[config.mk]
export PLATFORM = sky130hd
export DESIGN_NAME = stack_machine_alu_core
export DESIGN_NICKNAME = d
export VERILOG_FILES = /design/src/rtl/sma_pkg.sv /design/src/rtl/sma_muldiv.sv /design/src/rtl/sma_datapath.sv /design/src/rtl/sma_ctrl.sv /design/src/rtl/stack_machine_alu_core.sv
export SDC_FILE = /design/constraint.sdc
export NUM_CORES = 2
export LEC_CHECK = 0
export ABC_AREA = 1
export CORE_UTILIZATION = 30
export DETAILED_ROUTE_END_ITERATION = 16
export DONT_BUFFER_PORTS = 1
export SYNTH_ARGS = -nofsm -noshare
export SYNTH_HDL_FRONTEND = slang
export SYNTH_SLANG_ARGS = --single-unit
[constraint.sdc]
create_clock -name clock -period 5.6 [get_ports clock]
set_clock_uncertainty 0.1 [all_clocks]
set_input_delay 1.12 -clock clock [delete_from_list [all_inputs] [get_ports clock]]
set_output_delay 1.12 -clock clock [all_outputs]
set_load 0.02 [all_outputs]
[src/rtl/sma_pkg.sv]
// Shared types and codes for the stack machine ALU.
package sma_pkg;

   // command codes
   localparam logic [4:0] CMD_PUSH  = 5'd0;
   localparam logic [4:0] CMD_ADD   = 5'd1;
   localparam logic [4:0] CMD_SUB   = 5'd2;
   localparam logic [4:0] CMD_MUL   = 5'd3;
   localparam logic [4:0] CMD_DIV   = 5'd4;
   localparam logic [4:0] CMD_MOD   = 5'd5;
   localparam logic [4:0] CMD_DUP   = 5'd6;
   localparam logic [4:0] CMD_POP   = 5'd7;
   localparam logic [4:0] CMD_EQ    = 5'd8;
   localparam logic [4:0] CMD_NE    = 5'd9;
   localparam logic [4:0] CMD_LT    = 5'd10;
   localparam logic [4:0] CMD_GT    = 5'd11;
   localparam logic [4:0] CMD_LE    = 5'd12;
   localparam logic [4:0] CMD_GE    = 5'd13;
   localparam logic [4:0] CMD_EXCH  = 5'd14;
   localparam logic [4:0] CMD_INDEX = 5'd15;
   localparam logic [4:0] CMD_JMP   = 5'd16;
   localparam logic [4:0] CMD_JNIF  = 5'd17;

   // result status codes
   localparam logic [2:0] ST_OK    = 3'd0;
   localparam logic [2:0] ST_UNDER = 3'd1;
   localparam logic [2:0] ST_OVER  = 3'd2;
   localparam logic [2:0] ST_DIVZ  = 3'd3;
   localparam logic [2:0] ST_RANGE = 3'd4;

   // read address select
   localparam logic [1:0] RD_N1  = 2'd0;
   localparam logic [1:0] RD_N2  = 2'd1;
   localparam logic [1:0] RD_N3  = 2'd2;
   localparam logic [1:0] RD_IDX = 2'd3;

   // write address select
   localparam logic [1:0] WA_N0 = 2'd0;
   localparam logic [1:0] WA_N1 = 2'd1;
   localparam logic [1:0] WA_N2 = 2'd2;

   // write data select
   localparam logic [2:0] WD_LIT = 3'd0;
   localparam logic [2:0] WD_B   = 3'd1;
   localparam logic [2:0] WD_A   = 3'd2;
   localparam logic [2:0] WD_ALU = 3'd3;
   localparam logic [2:0] WD_MD  = 3'd4;
   localparam logic [2:0] WD_RD  = 3'd5;

   // top-of-stack select
   localparam logic [2:0] TS_LIT = 3'd0;
   localparam logic [2:0] TS_B0  = 3'd1;
   localparam logic [2:0] TS_A0  = 3'd2;
   localparam logic [2:0] TS_ALU = 3'd3;
   localparam logic [2:0] TS_MD  = 3'd4;
   localparam logic [2:0] TS_RD  = 3'd5;
   localparam logic [2:0] TS_RD0 = 3'd6;

   // stack count update
   localparam logic [1:0] CNT_HOLD = 2'd0;
   localparam logic [1:0] CNT_INC  = 2'd1;
   localparam logic [1:0] CNT_DEC1 = 2'd2;
   localparam logic [1:0] CNT_DEC2 = 2'd3;

   typedef struct packed {
      logic [4:0]         cmd;
      logic signed [31:0] literal;
   } sma_req_type;

   typedef struct packed {
      logic [2:0]         status;
      logic signed [31:0] top_value;
      logic [6:0]         stack_level;
      logic               branch_taken;
      logic signed [31:0] branch_offset;
   } sma_rsp_type;

   // controller to datapath
   typedef struct packed {
      logic       req_load;
      logic       rd_en;
      logic [1:0] rd_sel;
      logic       ld_b;
      logic       ld_a;
      logic       wr_en;
      logic [1:0] wr_addr_sel;
      logic [2:0] wr_data_sel;
      logic [1:0] cnt_op;
      logic       md_start;
      logic       flags_load;
      logic [2:0] status;
      logic       taken;
      logic       top_load;
      logic [2:0] top_sel;
      logic       rsp_load;
   } sma_ctl_type;

   // datapath to controller
   typedef struct packed {
      logic [4:0] cmd;
      logic       n_ge1;
      logic       n_ge2;
      logic       n_full;
      logic       b_zero;
      logic       a_zero;
      logic       idx_ok;
      logic       md_done;
      logic       rsp_busy;
   } sma_sts_type;

endpackage

[src/rtl/sma_muldiv.sv]
// Iterative shift-add multiplier and restoring divider, one bit per cycle.
module sma_muldiv #(
   parameter int DATA_WIDTH = 32
) (
   input  logic                  clock,
   input  logic                  reset,
   input  logic                  start,
   input  logic                  is_mul,
   input  logic                  is_mod,
   input  logic [DATA_WIDTH-1:0] op_a,
   input  logic [DATA_WIDTH-1:0] op_b,
   output logic                  done,
   output logic [DATA_WIDTH-1:0] result
);

   localparam int DW   = DATA_WIDTH;
   localparam int CNTW = $clog2(DW);

   logic [DW-1:0]   x_ff, y_ff, acc_ff;
   logic [CNTW-1:0] cnt_ff;
   logic            busy_ff, done_ff, mul_ff, mod_ff, negq_ff, negr_ff;
   logic [DW-1:0]   mag_a, mag_b;
   logic [DW:0]     trial, diff;

   assign mag_a = op_a[DW-1] ? ({DW{1'b0}} - op_a) : op_a;
   assign mag_b = op_b[DW-1] ? ({DW{1'b0}} - op_b) : op_b;
   assign trial = {acc_ff, y_ff[DW-1]};
   assign diff  = trial - {1'b0, x_ff};

   always_ff @(posedge clock) begin
      if (reset) begin
         busy_ff <= 1'b0;
         done_ff <= 1'b0;
         cnt_ff  <= '0;
      end else begin
         done_ff <= 1'b0;
         if (start) begin
            busy_ff <= 1'b1;
            cnt_ff  <= '0;
         end else if (busy_ff) begin
            cnt_ff <= cnt_ff + CNTW'(1);
            if (cnt_ff == CNTW'(DW - 1)) begin
               busy_ff <= 1'b0;
               done_ff <= 1'b1;
            end
         end
      end
   end

   always_ff @(posedge clock) begin
      if (start) begin
         mul_ff  <= is_mul;
         mod_ff  <= is_mod;
         negq_ff <= op_a[DW-1] ^ op_b[DW-1];
         negr_ff <= op_a[DW-1];
         acc_ff  <= '0;
         x_ff    <= is_mul ? op_a : mag_b;
         y_ff    <= is_mul ? op_b : mag_a;
      end else if (busy_ff) begin
         if (mul_ff) begin
            if (y_ff[0]) begin
               acc_ff <= acc_ff + x_ff;
            end
            x_ff <= {x_ff[DW-2:0], 1'b0};
            y_ff <= {1'b0, y_ff[DW-1:1]};
         end else begin
            // borrow clear means the divisor fits
            if (!diff[DW]) begin
               acc_ff <= diff[DW-1:0];
            end else begin
               acc_ff <= trial[DW-1:0];
            end
            y_ff <= {y_ff[DW-2:0], !diff[DW]};
         end
      end
   end

   assign done = done_ff;

   always_comb begin
      if (mul_ff) begin
         result = acc_ff;
      end else if (mod_ff) begin
         result = negr_ff ? ({DW{1'b0}} - acc_ff) : acc_ff;
      end else begin
         result = negq_ff ? ({DW{1'b0}} - y_ff) : y_ff;
      end
   end

endmodule

[src/rtl/sma_datapath.sv]
// Datapath: stack memory, operand and result registers, ALU, response register.
module sma_datapath #(
   parameter int STACK_DEPTH = 64,
   parameter int DATA_WIDTH  = 32
) (
   input  logic                 clock,
   input  logic                 reset,
   input  sma_pkg::sma_req_type req_payload,
   input  sma_pkg::sma_ctl_type ctl,
   output sma_pkg::sma_sts_type sts,
   input  logic                 rsp_stall,
   output logic                 rsp_valid,
   output sma_pkg::sma_rsp_type rsp_payload
);

   localparam int DW   = DATA_WIDTH;
   localparam int AW   = $clog2(STACK_DEPTH);
   localparam int CW   = $clog2(STACK_DEPTH + 1);
   localparam int CMPW = (DW > CW) ? DW : CW;

   logic [DW-1:0] mem [STACK_DEPTH];

   logic [4:0]          cmd_ff;
   logic [DW-1:0]       lit_ff, b_ff, a_ff, rdata_ff, top_ff, offset_ff;
   logic [CW-1:0]       cnt_ff;
   logic [2:0]          status_ff;
   logic                taken_ff;
   logic                rsp_valid_ff;
   sma_pkg::sma_rsp_type rsp_ff;

   logic signed [63:0] lit_ext;
   logic [CMPW-1:0]    cmp_cnt, cmp_b, n1, n2, n3, nidx;
   logic [AW-1:0]      rd_addr, wr_addr;
   logic [DW-1:0]      wr_data, alu_res, md_res, top_in;
   logic               md_done;
   logic [63:0]        top_wide, off_wide;

   assign lit_ext = 64'(req_payload.literal);
   assign cmp_cnt = CMPW'(cnt_ff);
   assign cmp_b   = CMPW'(b_ff);
   assign n1      = cmp_cnt - CMPW'(1);
   assign n2      = cmp_cnt - CMPW'(2);
   assign n3      = cmp_cnt - CMPW'(3);
   assign nidx    = n2 - cmp_b;

   always_comb begin
      case (ctl.rd_sel)
         sma_pkg::RD_N1: rd_addr = n1[AW-1:0];
         sma_pkg::RD_N2: rd_addr = n2[AW-1:0];
         sma_pkg::RD_N3: rd_addr = n3[AW-1:0];
         default:        rd_addr = nidx[AW-1:0];
      endcase
   end

   always_comb begin
      case (ctl.wr_addr_sel)
         sma_pkg::WA_N0: wr_addr = cmp_cnt[AW-1:0];
         sma_pkg::WA_N1: wr_addr = n1[AW-1:0];
         default:        wr_addr = n2[AW-1:0];
      endcase
   end

   always_comb begin
      case (cmd_ff)
         sma_pkg::CMD_ADD: alu_res = a_ff + b_ff;
         sma_pkg::CMD_SUB: alu_res = a_ff - b_ff;
         sma_pkg::CMD_EQ:  alu_res = DW'(a_ff == b_ff);
         sma_pkg::CMD_NE:  alu_res = DW'(a_ff != b_ff);
         sma_pkg::CMD_LT:  alu_res = DW'($signed(a_ff) < $signed(b_ff));
         sma_pkg::CMD_GT:  alu_res = DW'($signed(b_ff) < $signed(a_ff));
         sma_pkg::CMD_LE:  alu_res = DW'(!($signed(b_ff) < $signed(a_ff)));
         sma_pkg::CMD_GE:  alu_res = DW'(!($signed(a_ff) < $signed(b_ff)));
         default:          alu_res = '0;
      endcase
   end

   always_comb begin
      case (ctl.wr_data_sel)
         sma_pkg::WD_LIT: wr_data = lit_ff;
         sma_pkg::WD_B:   wr_data = b_ff;
         sma_pkg::WD_A:   wr_data = a_ff;
         sma_pkg::WD_ALU: wr_data = alu_res;
         sma_pkg::WD_MD:  wr_data = md_res;
         default:         wr_data = rdata_ff;
      endcase
   end

   always_comb begin
      case (ctl.top_sel)
         sma_pkg::TS_LIT: top_in = lit_ff;
         sma_pkg::TS_B0:  top_in = (cnt_ff != '0) ? b_ff : '0;
         sma_pkg::TS_A0:  top_in = (cnt_ff >= CW'(2)) ? a_ff : '0;
         sma_pkg::TS_ALU: top_in = alu_res;
         sma_pkg::TS_MD:  top_in = md_res;
         sma_pkg::TS_RD:  top_in = rdata_ff;
         sma_pkg::TS_RD0: top_in = (cnt_ff != '0) ? rdata_ff : '0;
         default:         top_in = '0;
      endcase
   end

   // stack memory
   always_ff @(posedge clock) begin
      if (ctl.wr_en) begin
         mem[wr_addr] <= wr_data;
      end
      if (ctl.rd_en) begin
         rdata_ff <= mem[rd_addr];
      end
   end

   sma_muldiv #(
      .DATA_WIDTH(DW)
   ) u_muldiv (
      .clock  (clock),
      .reset  (reset),
      .start  (ctl.md_start),
      .is_mul (cmd_ff == sma_pkg::CMD_MUL),
      .is_mod (cmd_ff == sma_pkg::CMD_MOD),
      .op_a   (a_ff),
      .op_b   (b_ff),
      .done   (md_done),
      .result (md_res)
   );

   always_ff @(posedge clock) begin
      if (ctl.req_load) begin
         cmd_ff <= req_payload.cmd;
         lit_ff <= lit_ext[DW-1:0];
      end
      if (ctl.ld_b) begin
         b_ff <= rdata_ff;
      end
      if (ctl.ld_a) begin
         a_ff <= rdata_ff;
      end
      if (ctl.flags_load) begin
         status_ff <= ctl.status;
         taken_ff  <= ctl.taken;
         offset_ff <= ctl.taken ? b_ff : '0;
      end
      if (ctl.top_load) begin
         top_ff <= top_in;
      end
   end

   always_ff @(posedge clock) begin
      if (reset) begin
         cnt_ff <= '0;
      end else begin
         case (ctl.cnt_op)
            sma_pkg::CNT_INC:  cnt_ff <= cnt_ff + CW'(1);
            sma_pkg::CNT_DEC1: cnt_ff <= cnt_ff - CW'(1);
            sma_pkg::CNT_DEC2: cnt_ff <= cnt_ff - CW'(2);
            default:           cnt_ff <= cnt_ff;
         endcase
      end
   end

   assign top_wide = 64'(top_ff);
   assign off_wide = 64'(offset_ff);

   // output register frees the core while a beat waits downstream
   always_ff @(posedge clock) begin
      if (reset) begin
         rsp_valid_ff <= 1'b0;
      end else if (ctl.rsp_load) begin
         rsp_valid_ff <= 1'b1;
      end else if (!rsp_stall) begin
         rsp_valid_ff <= 1'b0;
      end
      if (ctl.rsp_load) begin
         rsp_ff.status        <= status_ff;
         rsp_ff.top_value     <= top_wide[31:0];
         rsp_ff.stack_level   <= 7'(cnt_ff);
         rsp_ff.branch_taken  <= taken_ff;
         rsp_ff.branch_offset <= off_wide[31:0];
      end
   end

   assign rsp_valid   = rsp_valid_ff;
   assign rsp_payload = rsp_ff;

   assign sts.cmd      = cmd_ff;
   assign sts.n_ge1    = (cnt_ff != '0);
   assign sts.n_ge2    = (cnt_ff >= CW'(2));
   assign sts.n_full   = (cnt_ff >= CW'(STACK_DEPTH));
   assign sts.b_zero   = (b_ff == '0);
   assign sts.a_zero   = (a_ff == '0);
   assign sts.idx_ok   = !b_ff[DW-1] && (cmp_b < n1);
   assign sts.md_done  = md_done;
   assign sts.rsp_busy = rsp_valid_ff && rsp_stall;

endmodule

[src/rtl/sma_ctrl.sv]
// Controller state machine: sequences reads, execution and writeback per command.
module sma_ctrl (
   input  logic                 clock,
   input  logic                 reset,
   input  logic                 req_valid,
   output logic                 req_stall,
   input  sma_pkg::sma_sts_type sts,
   output sma_pkg::sma_ctl_type ctl
);

   localparam logic [3:0] S_IDLE = 4'd0;
   localparam logic [3:0] S_RDB  = 4'd1;
   localparam logic [3:0] S_RDA  = 4'd2;
   localparam logic [3:0] S_LDA  = 4'd3;
   localparam logic [3:0] S_EXEC = 4'd4;
   localparam logic [3:0] S_MD   = 4'd5;
   localparam logic [3:0] S_EXCH = 4'd6;
   localparam logic [3:0] S_IDXW = 4'd7;
   localparam logic [3:0] S_TOPR = 4'd8;
   localparam logic [3:0] S_OUT  = 4'd9;

   logic [3:0] state_ff, state_in;

   always_ff @(posedge clock) begin
      if (reset) begin
         state_ff <= S_IDLE;
      end else begin
         state_ff <= state_in;
      end
   end

   assign req_stall = (state_ff != S_IDLE);

   always_comb begin
      ctl      = '0;
      state_in = state_ff;
      case (state_ff)
         S_IDLE: begin
            if (req_valid) begin
               ctl.req_load = 1'b1;
               state_in     = S_RDB;
            end
         end
         S_RDB: begin
            ctl.rd_en  = 1'b1;
            ctl.rd_sel = sma_pkg::RD_N1;
            state_in   = S_RDA;
         end
         S_RDA: begin
            ctl.rd_en  = 1'b1;
            ctl.rd_sel = sma_pkg::RD_N2;
            ctl.ld_b   = 1'b1;
            state_in   = S_LDA;
         end
         S_LDA: begin
            ctl.ld_a = 1'b1;
            state_in = S_EXEC;
         end
         S_EXEC: begin
            // flags always settle here; top defaults to the unchanged stack
            ctl.flags_load = 1'b1;
            ctl.status     = sma_pkg::ST_OK;
            ctl.top_load   = 1'b1;
            ctl.top_sel    = sma_pkg::TS_B0;
            state_in       = S_OUT;
            case (sts.cmd)
               sma_pkg::CMD_PUSH: begin
                  if (sts.n_full) begin
                     ctl.status = sma_pkg::ST_OVER;
                  end else begin
                     ctl.wr_en       = 1'b1;
                     ctl.wr_addr_sel = sma_pkg::WA_N0;
                     ctl.wr_data_sel = sma_pkg::WD_LIT;
                     ctl.cnt_op      = sma_pkg::CNT_INC;
                     ctl.top_sel     = sma_pkg::TS_LIT;
                  end
               end
               sma_pkg::CMD_ADD, sma_pkg::CMD_SUB, sma_pkg::CMD_EQ, sma_pkg::CMD_NE,
               sma_pkg::CMD_LT, sma_pkg::CMD_GT, sma_pkg::CMD_LE, sma_pkg::CMD_GE: begin
                  if (!sts.n_ge2) begin
                     ctl.status = sma_pkg::ST_UNDER;
                  end else begin
                     ctl.wr_en       = 1'b1;
                     ctl.wr_addr_sel = sma_pkg::WA_N2;
                     ctl.wr_data_sel = sma_pkg::WD_ALU;
                     ctl.cnt_op      = sma_pkg::CNT_DEC1;
                     ctl.top_sel     = sma_pkg::TS_ALU;
                  end
               end
               sma_pkg::CMD_MUL, sma_pkg::CMD_DIV, sma_pkg::CMD_MOD: begin
                  if (!sts.n_ge2) begin
                     ctl.status = sma_pkg::ST_UNDER;
                  end else if (sts.cmd != sma_pkg::CMD_MUL && sts.b_zero) begin
                     ctl.status = sma_pkg::ST_DIVZ;
                  end else begin
                     ctl.md_start = 1'b1;
                     ctl.top_load = 1'b0;
                     state_in     = S_MD;
                  end
               end
               sma_pkg::CMD_DUP: begin
                  if (!sts.n_ge1) begin
                     ctl.status = sma_pkg::ST_UNDER;
                  end else if (sts.n_full) begin
                     ctl.status = sma_pkg::ST_OVER;
                  end else begin
                     ctl.wr_en       = 1'b1;
                     ctl.wr_addr_sel = sma_pkg::WA_N0;
                     ctl.wr_data_sel = sma_pkg::WD_B;
                     ctl.cnt_op      = sma_pkg::CNT_INC;
                  end
               end
               sma_pkg::CMD_POP: begin
                  if (!sts.n_ge1) begin
                     ctl.status = sma_pkg::ST_UNDER;
                  end else begin
                     ctl.cnt_op  = sma_pkg::CNT_DEC1;
                     ctl.top_sel = sma_pkg::TS_A0;
                  end
               end
               sma_pkg::CMD_EXCH: begin
                  if (!sts.n_ge2) begin
                     ctl.status = sma_pkg::ST_UNDER;
                  end else begin
                     ctl.wr_en       = 1'b1;
                     ctl.wr_addr_sel = sma_pkg::WA_N2;
                     ctl.wr_data_sel = sma_pkg::WD_B;
                     ctl.top_load    = 1'b0;
                     state_in        = S_EXCH;
                  end
               end
               sma_pkg::CMD_INDEX: begin
                  if (!sts.n_ge1) begin
                     ctl.status = sma_pkg::ST_UNDER;
                  end else if (!sts.idx_ok) begin
                     ctl.status = sma_pkg::ST_RANGE;
                  end else begin
                     ctl.rd_en    = 1'b1;
                     ctl.rd_sel   = sma_pkg::RD_IDX;
                     ctl.top_load = 1'b0;
                     state_in     = S_IDXW;
                  end
               end
               sma_pkg::CMD_JMP: begin
                  if (!sts.n_ge1) begin
                     ctl.status = sma_pkg::ST_UNDER;
                  end else begin
                     ctl.cnt_op  = sma_pkg::CNT_DEC1;
                     ctl.taken   = 1'b1;
                     ctl.top_sel = sma_pkg::TS_A0;
                  end
               end
               sma_pkg::CMD_JNIF: begin
                  if (!sts.n_ge2) begin
                     ctl.status = sma_pkg::ST_UNDER;
                  end else begin
                     // new top sits three below the old count
                     ctl.cnt_op   = sma_pkg::CNT_DEC2;
                     ctl.taken    = sts.a_zero;
                     ctl.rd_en    = 1'b1;
                     ctl.rd_sel   = sma_pkg::RD_N3;
                     ctl.top_load = 1'b0;
                     state_in     = S_TOPR;
                  end
               end
               default: begin
               end
            endcase
         end
         S_MD: begin
            if (sts.md_done) begin
               ctl.wr_en       = 1'b1;
               ctl.wr_addr_sel = sma_pkg::WA_N2;
               ctl.wr_data_sel = sma_pkg::WD_MD;
               ctl.cnt_op      = sma_pkg::CNT_DEC1;
               ctl.top_load    = 1'b1;
               ctl.top_sel     = sma_pkg::TS_MD;
               state_in        = S_OUT;
            end
         end
         S_EXCH: begin
            ctl.wr_en       = 1'b1;
            ctl.wr_addr_sel = sma_pkg::WA_N1;
            ctl.wr_data_sel = sma_pkg::WD_A;
            ctl.top_load    = 1'b1;
            ctl.top_sel     = sma_pkg::TS_A0;
            state_in        = S_OUT;
         end
         S_IDXW: begin
            ctl.wr_en       = 1'b1;
            ctl.wr_addr_sel = sma_pkg::WA_N1;
            ctl.wr_data_sel = sma_pkg::WD_RD;
            ctl.top_load    = 1'b1;
            ctl.top_sel     = sma_pkg::TS_RD;
            state_in        = S_OUT;
         end
         S_TOPR: begin
            ctl.top_load = 1'b1;
            ctl.top_sel  = sma_pkg::TS_RD0;
            state_in     = S_OUT;
         end
         S_OUT: begin
            if (!sts.rsp_busy) begin
               ctl.rsp_load = 1'b1;
               state_in     = S_IDLE;
            end
         end
         default: begin
            state_in = S_IDLE;
         end
      endcase
   end

endmodule

[src/rtl/stack_machine_alu_core.sv]
// Top level of the stack machine ALU: controller plus datapath.
//
//   channel  dir  handshake          payload
//   req      in   req_valid/stall    sma_req_type  (cmd, literal)
//   rsp      out  rsp_valid/stall    sma_rsp_type  (status, top, level, branch)
//
// One command at a time. Each beat runs from accept through two stack reads
// through the registered memory port, execute and result before the next
// accept. exch, index and the conditional jump go through an extra state for
// the extra memory access; mul, div and mod wait on the bit-serial mul/div unit.
// Synchronous reset empties the stack; stack contents are not cleared.
// The result register lets a finished beat wait under rsp_stall while the
// next command is accepted; that command holds before its result is loaded.
module stack_machine_alu_core #(
   parameter int STACK_DEPTH = 64,
   parameter int DATA_WIDTH  = 32
) (
   input  logic                 clock,
   input  logic                 reset,
   input  logic                 req_valid,
   output logic                 req_stall,
   input  sma_pkg::sma_req_type req_payload,
   output logic                 rsp_valid,
   input  logic                 rsp_stall,
   output sma_pkg::sma_rsp_type rsp_payload
);

   sma_pkg::sma_ctl_type ctl;
   sma_pkg::sma_sts_type sts;

   sma_ctrl u_ctrl (
      .clock     (clock),
      .reset     (reset),
      .req_valid (req_valid),
      .req_stall (req_stall),
      .sts       (sts),
      .ctl       (ctl)
   );

   sma_datapath #(
      .STACK_DEPTH (STACK_DEPTH),
      .DATA_WIDTH  (DATA_WIDTH)
   ) u_datapath (
      .clock       (clock),
      .reset       (reset),
      .req_payload (req_payload),
      .ctl         (ctl),
      .sts         (sts),
      .rsp_stall   (rsp_stall),
      .rsp_valid   (rsp_valid),
      .rsp_payload (rsp_payload)
   );

   a_busy_after_accept: assert property (@(posedge clock) disable iff (reset)
      (req_valid && !req_stall) |=> req_stall)
      else $error("core took a second beat while busy");

   a_no_branch_on_error: assert property (@(posedge clock) disable iff (reset)
      (rsp_valid && rsp_payload.status != sma_pkg::ST_OK) |-> !rsp_payload.branch_taken)
      else $error("branch reported on failed command");

   a_offset_zero: assert property (@(posedge clock) disable iff (reset)
      (rsp_valid && !rsp_payload.branch_taken) |-> (rsp_payload.branch_offset == '0))
      else $error("offset nonzero without branch");

   a_status_code: assert property (@(posedge clock) disable iff (reset)
      rsp_valid |-> (rsp_payload.status <= sma_pkg::ST_RANGE))
      else $error("bad status code");

endmodule
==> results by group <==
Run status
  – Outcome: complete, but fails checks
  – Failing checks: antenna rules

Logic synthesis
  – Mean Syn Cell Area: 9.75 sq um
  – Synth cell types: 58
  – Synth area leader: edfxtp_1
  – Synthesized area: 118000 sq um
  – Cell count after synthesis: 12100
  – Yosys Warn Count: 0
  – Seq cells post-synth: 2443
  – Syn nets: 12300
  – Most used DFF post-synth: edfxtp_1
  – Top cells by count, synth: nand2_1, edfxtp_1, nand3_1
  – Post-synthesis sequential area ratio: 61.9%
  – Share of the synthesized area in the top cell type: 61.0%
  – Synth area leaders: edfxtp_1, nand2_1, nand4_1
  – EDFF count, synth: 2392
  – Top-count cell post-synth: nand2_1
  – Post-synth ARST share: 0%

Routing
  – Starting DRT DRC Count: 12100
  – Routed Antenna Nets: 1
  – DR vias/cell: 5.30
  – Drt drc: 0
  – Vias: 93100
  – DR WL/cell: 24.7 microns
  – Drt pass-1 iters: 6
  – Routed wire length: 434000 microns

Clocking
  – Clock Latency Late Sink: 0.89 ns
  – CTS Hold Bufs: 0
  – Clock-pin transition on the worst setup and hold timing paths: 0.06 ns
  – H-tree lvl count: 5
  – CTS tree: done
  – Num CTS Buffers: 266
  – Post-CTS Setup Bufs: 0
  – CTS sink cnt: 2443
  – Root Buffer: clkbuf_16
  – Clock Path Buffers: 4

Global routing
  – Vias in the first global route: 85300
  – First-pass GRT wire length: 618000 microns
  – GRT Total Usage: 21.1%
  – Largest net degree at the start of global routing: 191
  – Aggregate global routing overflow: 0
  – Initial antenna violation count: 41

Worst setup path
  – R2R setup slack: 0.31 ns
  – WP data arrival: 5.79 ns
  – CP Capture Type: register
  – WP data required: 6.10 ns
  – RR Endpoint: u_datapath.rdata_ff[15]
  – CP max FO: 32
  – Reg2Reg Depth: 23
  – Critical path class: reg2reg
  – Startpoint class of the critical path: register
  – Reg2reg start: u_datapath.cnt_ff[2]

Pwr
  – Tot Pwr: 62.2 mW
  – Max rail drop VDD: 333 uV
  – Leakage: 52.2 nW
  – PD cells: 455 nW/um^2

Run
  – Max cap viols: 0

Worst hold path
  – Worst Hold Depth: 1
  – WHS Endpoint: u_datapath.u_muldiv.busy_ff
  – Hold_sp: reset
  – Worst min path class: in2reg

Placement
  – Gpl congestion: 0.995
  – Area after DPL: 128000 sq um
  – Post-Place Setup Slack: 0.370 ns
  – Post-Place Cells: 17100
  – DP Wirelength: 281000 microns
  – Port bufs: 0

STA
  – Fin Setup TNS: 0 ns
  – Final WS setup: 0.311 ns
  – Worst-Margin Slew: 1.37 ns
  – RSZ-0062 raised after global routing: no
  – Setup violators final: 0
  – Max-slew headroom: 8.69%
  – Final Hold Fails: 0
  – Max Clk Rate: 0.189 GHz
  – Fin. max-slew vios: 0
  – Hold WS: 0.258 ns
  – Min Tclk post-route: 5.29 ns
  – Period Utilization, post-route: 94.5%

Layout
  – Largest Register: u_datapath.mem
  – Max reg flops: 2048
  – Finished Cell Area: 136000 sq um
  – Non-filler cells, final: 17600
  – Nets: 12400
  – Layout cell share with drive strength beyond 1: 8.77%
  – Area growth from synthesis to layout: 15.9%
  – Layout fillers: 38700
  – Top Registers: u_datapath.mem: 2048 flops, u_datapath.rsp_payload: 75 flops
  – Finished Core Util: 35.0%

Die
  – Die area: 395000 sq um
  – Width of the chip: 629 microns
  – Die height: 629 microns
  – # rows: 229
  – Starting density of the core: 30.2%
  – I/O pin cnt: 118
  – Core area: 390000 sq um
cell families (layout without fill, tap and decap cells):
logic type,Yosys count,after routing,share of synthesized area (%)
other,0,20,0
xor gates and xnor gates,88,88,0.654
DFF,2443,2443,61.9
and+or+nand+nor,6375,6375,23.1
adders and majority gates,220,220,2.38
AOI/OAI and AO/OA,1414,1414,6.66
buffers and inverters,1535,1804,5.32
power breakdown:
group / leakage (nW) / internal (mW) / switching, mW / total [mW]
logic: 26.2 / 6.04 / 15.5 / 21.5
clock network: 4.09 / 10.1 / 7.42 / 17.5
registers: 21.9 / 22.0 / 1.17 / 23.1
total: 52.2 / 38.1 / 24.1 / 62.2
worst max-delay path, cell delays in order (launching register included):
cell and delay (ns):
dfxtp_1 0.31, inv_1 0.20, ha_1 0.30, inv_1 0.08
nor2_1 0.15, nand3_1 0.13, buf_12 0.19, ha_1 0.32
a21oi_1 0.15, nor2_1 0.05, a211oi_1 0.17, a21oi_1 0.09
nor2_1 0.20, buf_4 0.19, and2_1 0.25, nand3_1 0.15
nand2_1 0.15, o211ai_1 0.21, buf_4 0.24, o21ai_4 0.75
inv_1 0.22, buf_12 0.24, nand2_1 0.09, nand2_1 0.06
final cells by class:
cell class / instances / area [sq um] / share of cell area [%]
Clock buffer: 332 / 7020 / 5.14
Sequential cell: 2443 / 72800 / 53.4
Antenna cell: 20 / 50.0 / 0.0367
Timing Repair Buffer: 562 / 6300 / 4.61
Inverter: 785 / 2950 / 2.16
Clock inverter: 125 / 1370 / 1.00
Tap cell: 5197 / 6500 / 4.76
Multi-Input combinational cell: 8097 / 39400 / 28.9
layout by cell type, fill, tap and decap left out, drive strengths merged, types with 78 or more instances in the layout:
master	count
nand2	4186
edfxtp	2392
nand3	806
inv	793
nand4	775
o21ai	684
buf	561
nor2	468
a21oi	413
clkbuf	333
ha	214
clkinv	88
nor3	78
how the worst max path moves through the flow:
stage                               from                 endpoint  slack, ns  cells after the start
floorplan             u_datapath.b_ff[0]     u_datapath.mem[0][0]       0.47                     16
global placement    u_datapath.cmd_ff[2]   u_datapath.mem[53][31]       0.35                     18
finish              u_datapath.cnt_ff[2]  u_datapath.rdata_ff[15]       0.31                     23
global route        u_datapath.cnt_ff[2]   u_datapath.rdata_ff[4]       0.02                     28
detailed placement  u_datapath.cnt_ff[2]   u_datapath.mem[53][25]       0.37                     19
CTS                 u_datapath.cnt_ff[2]   u_datapath.mem[53][22]       0.35                     19
metal layers:
layer	share of wire, %	vias to the layer above	wire (microns)	track usage, %
met3	9.8	879	42500	4.37
met4	5.3	20	23100	9.92
met5	0.036	-	155	0
li1	-	42200	-	-
met1	41	45300	177000	28.4
met2	44	4622	191000	32.4
what timing repair did:
| action | 4_1_cts | 5_1_grt |
|---|---|---|
| endpoints found under the hold margin | 0 | 0 |
| endpoints found under the setup margin | 0 | 52 |
| gates resized for setup | 0 | 2 |
(Power assumes the default switching activity.)
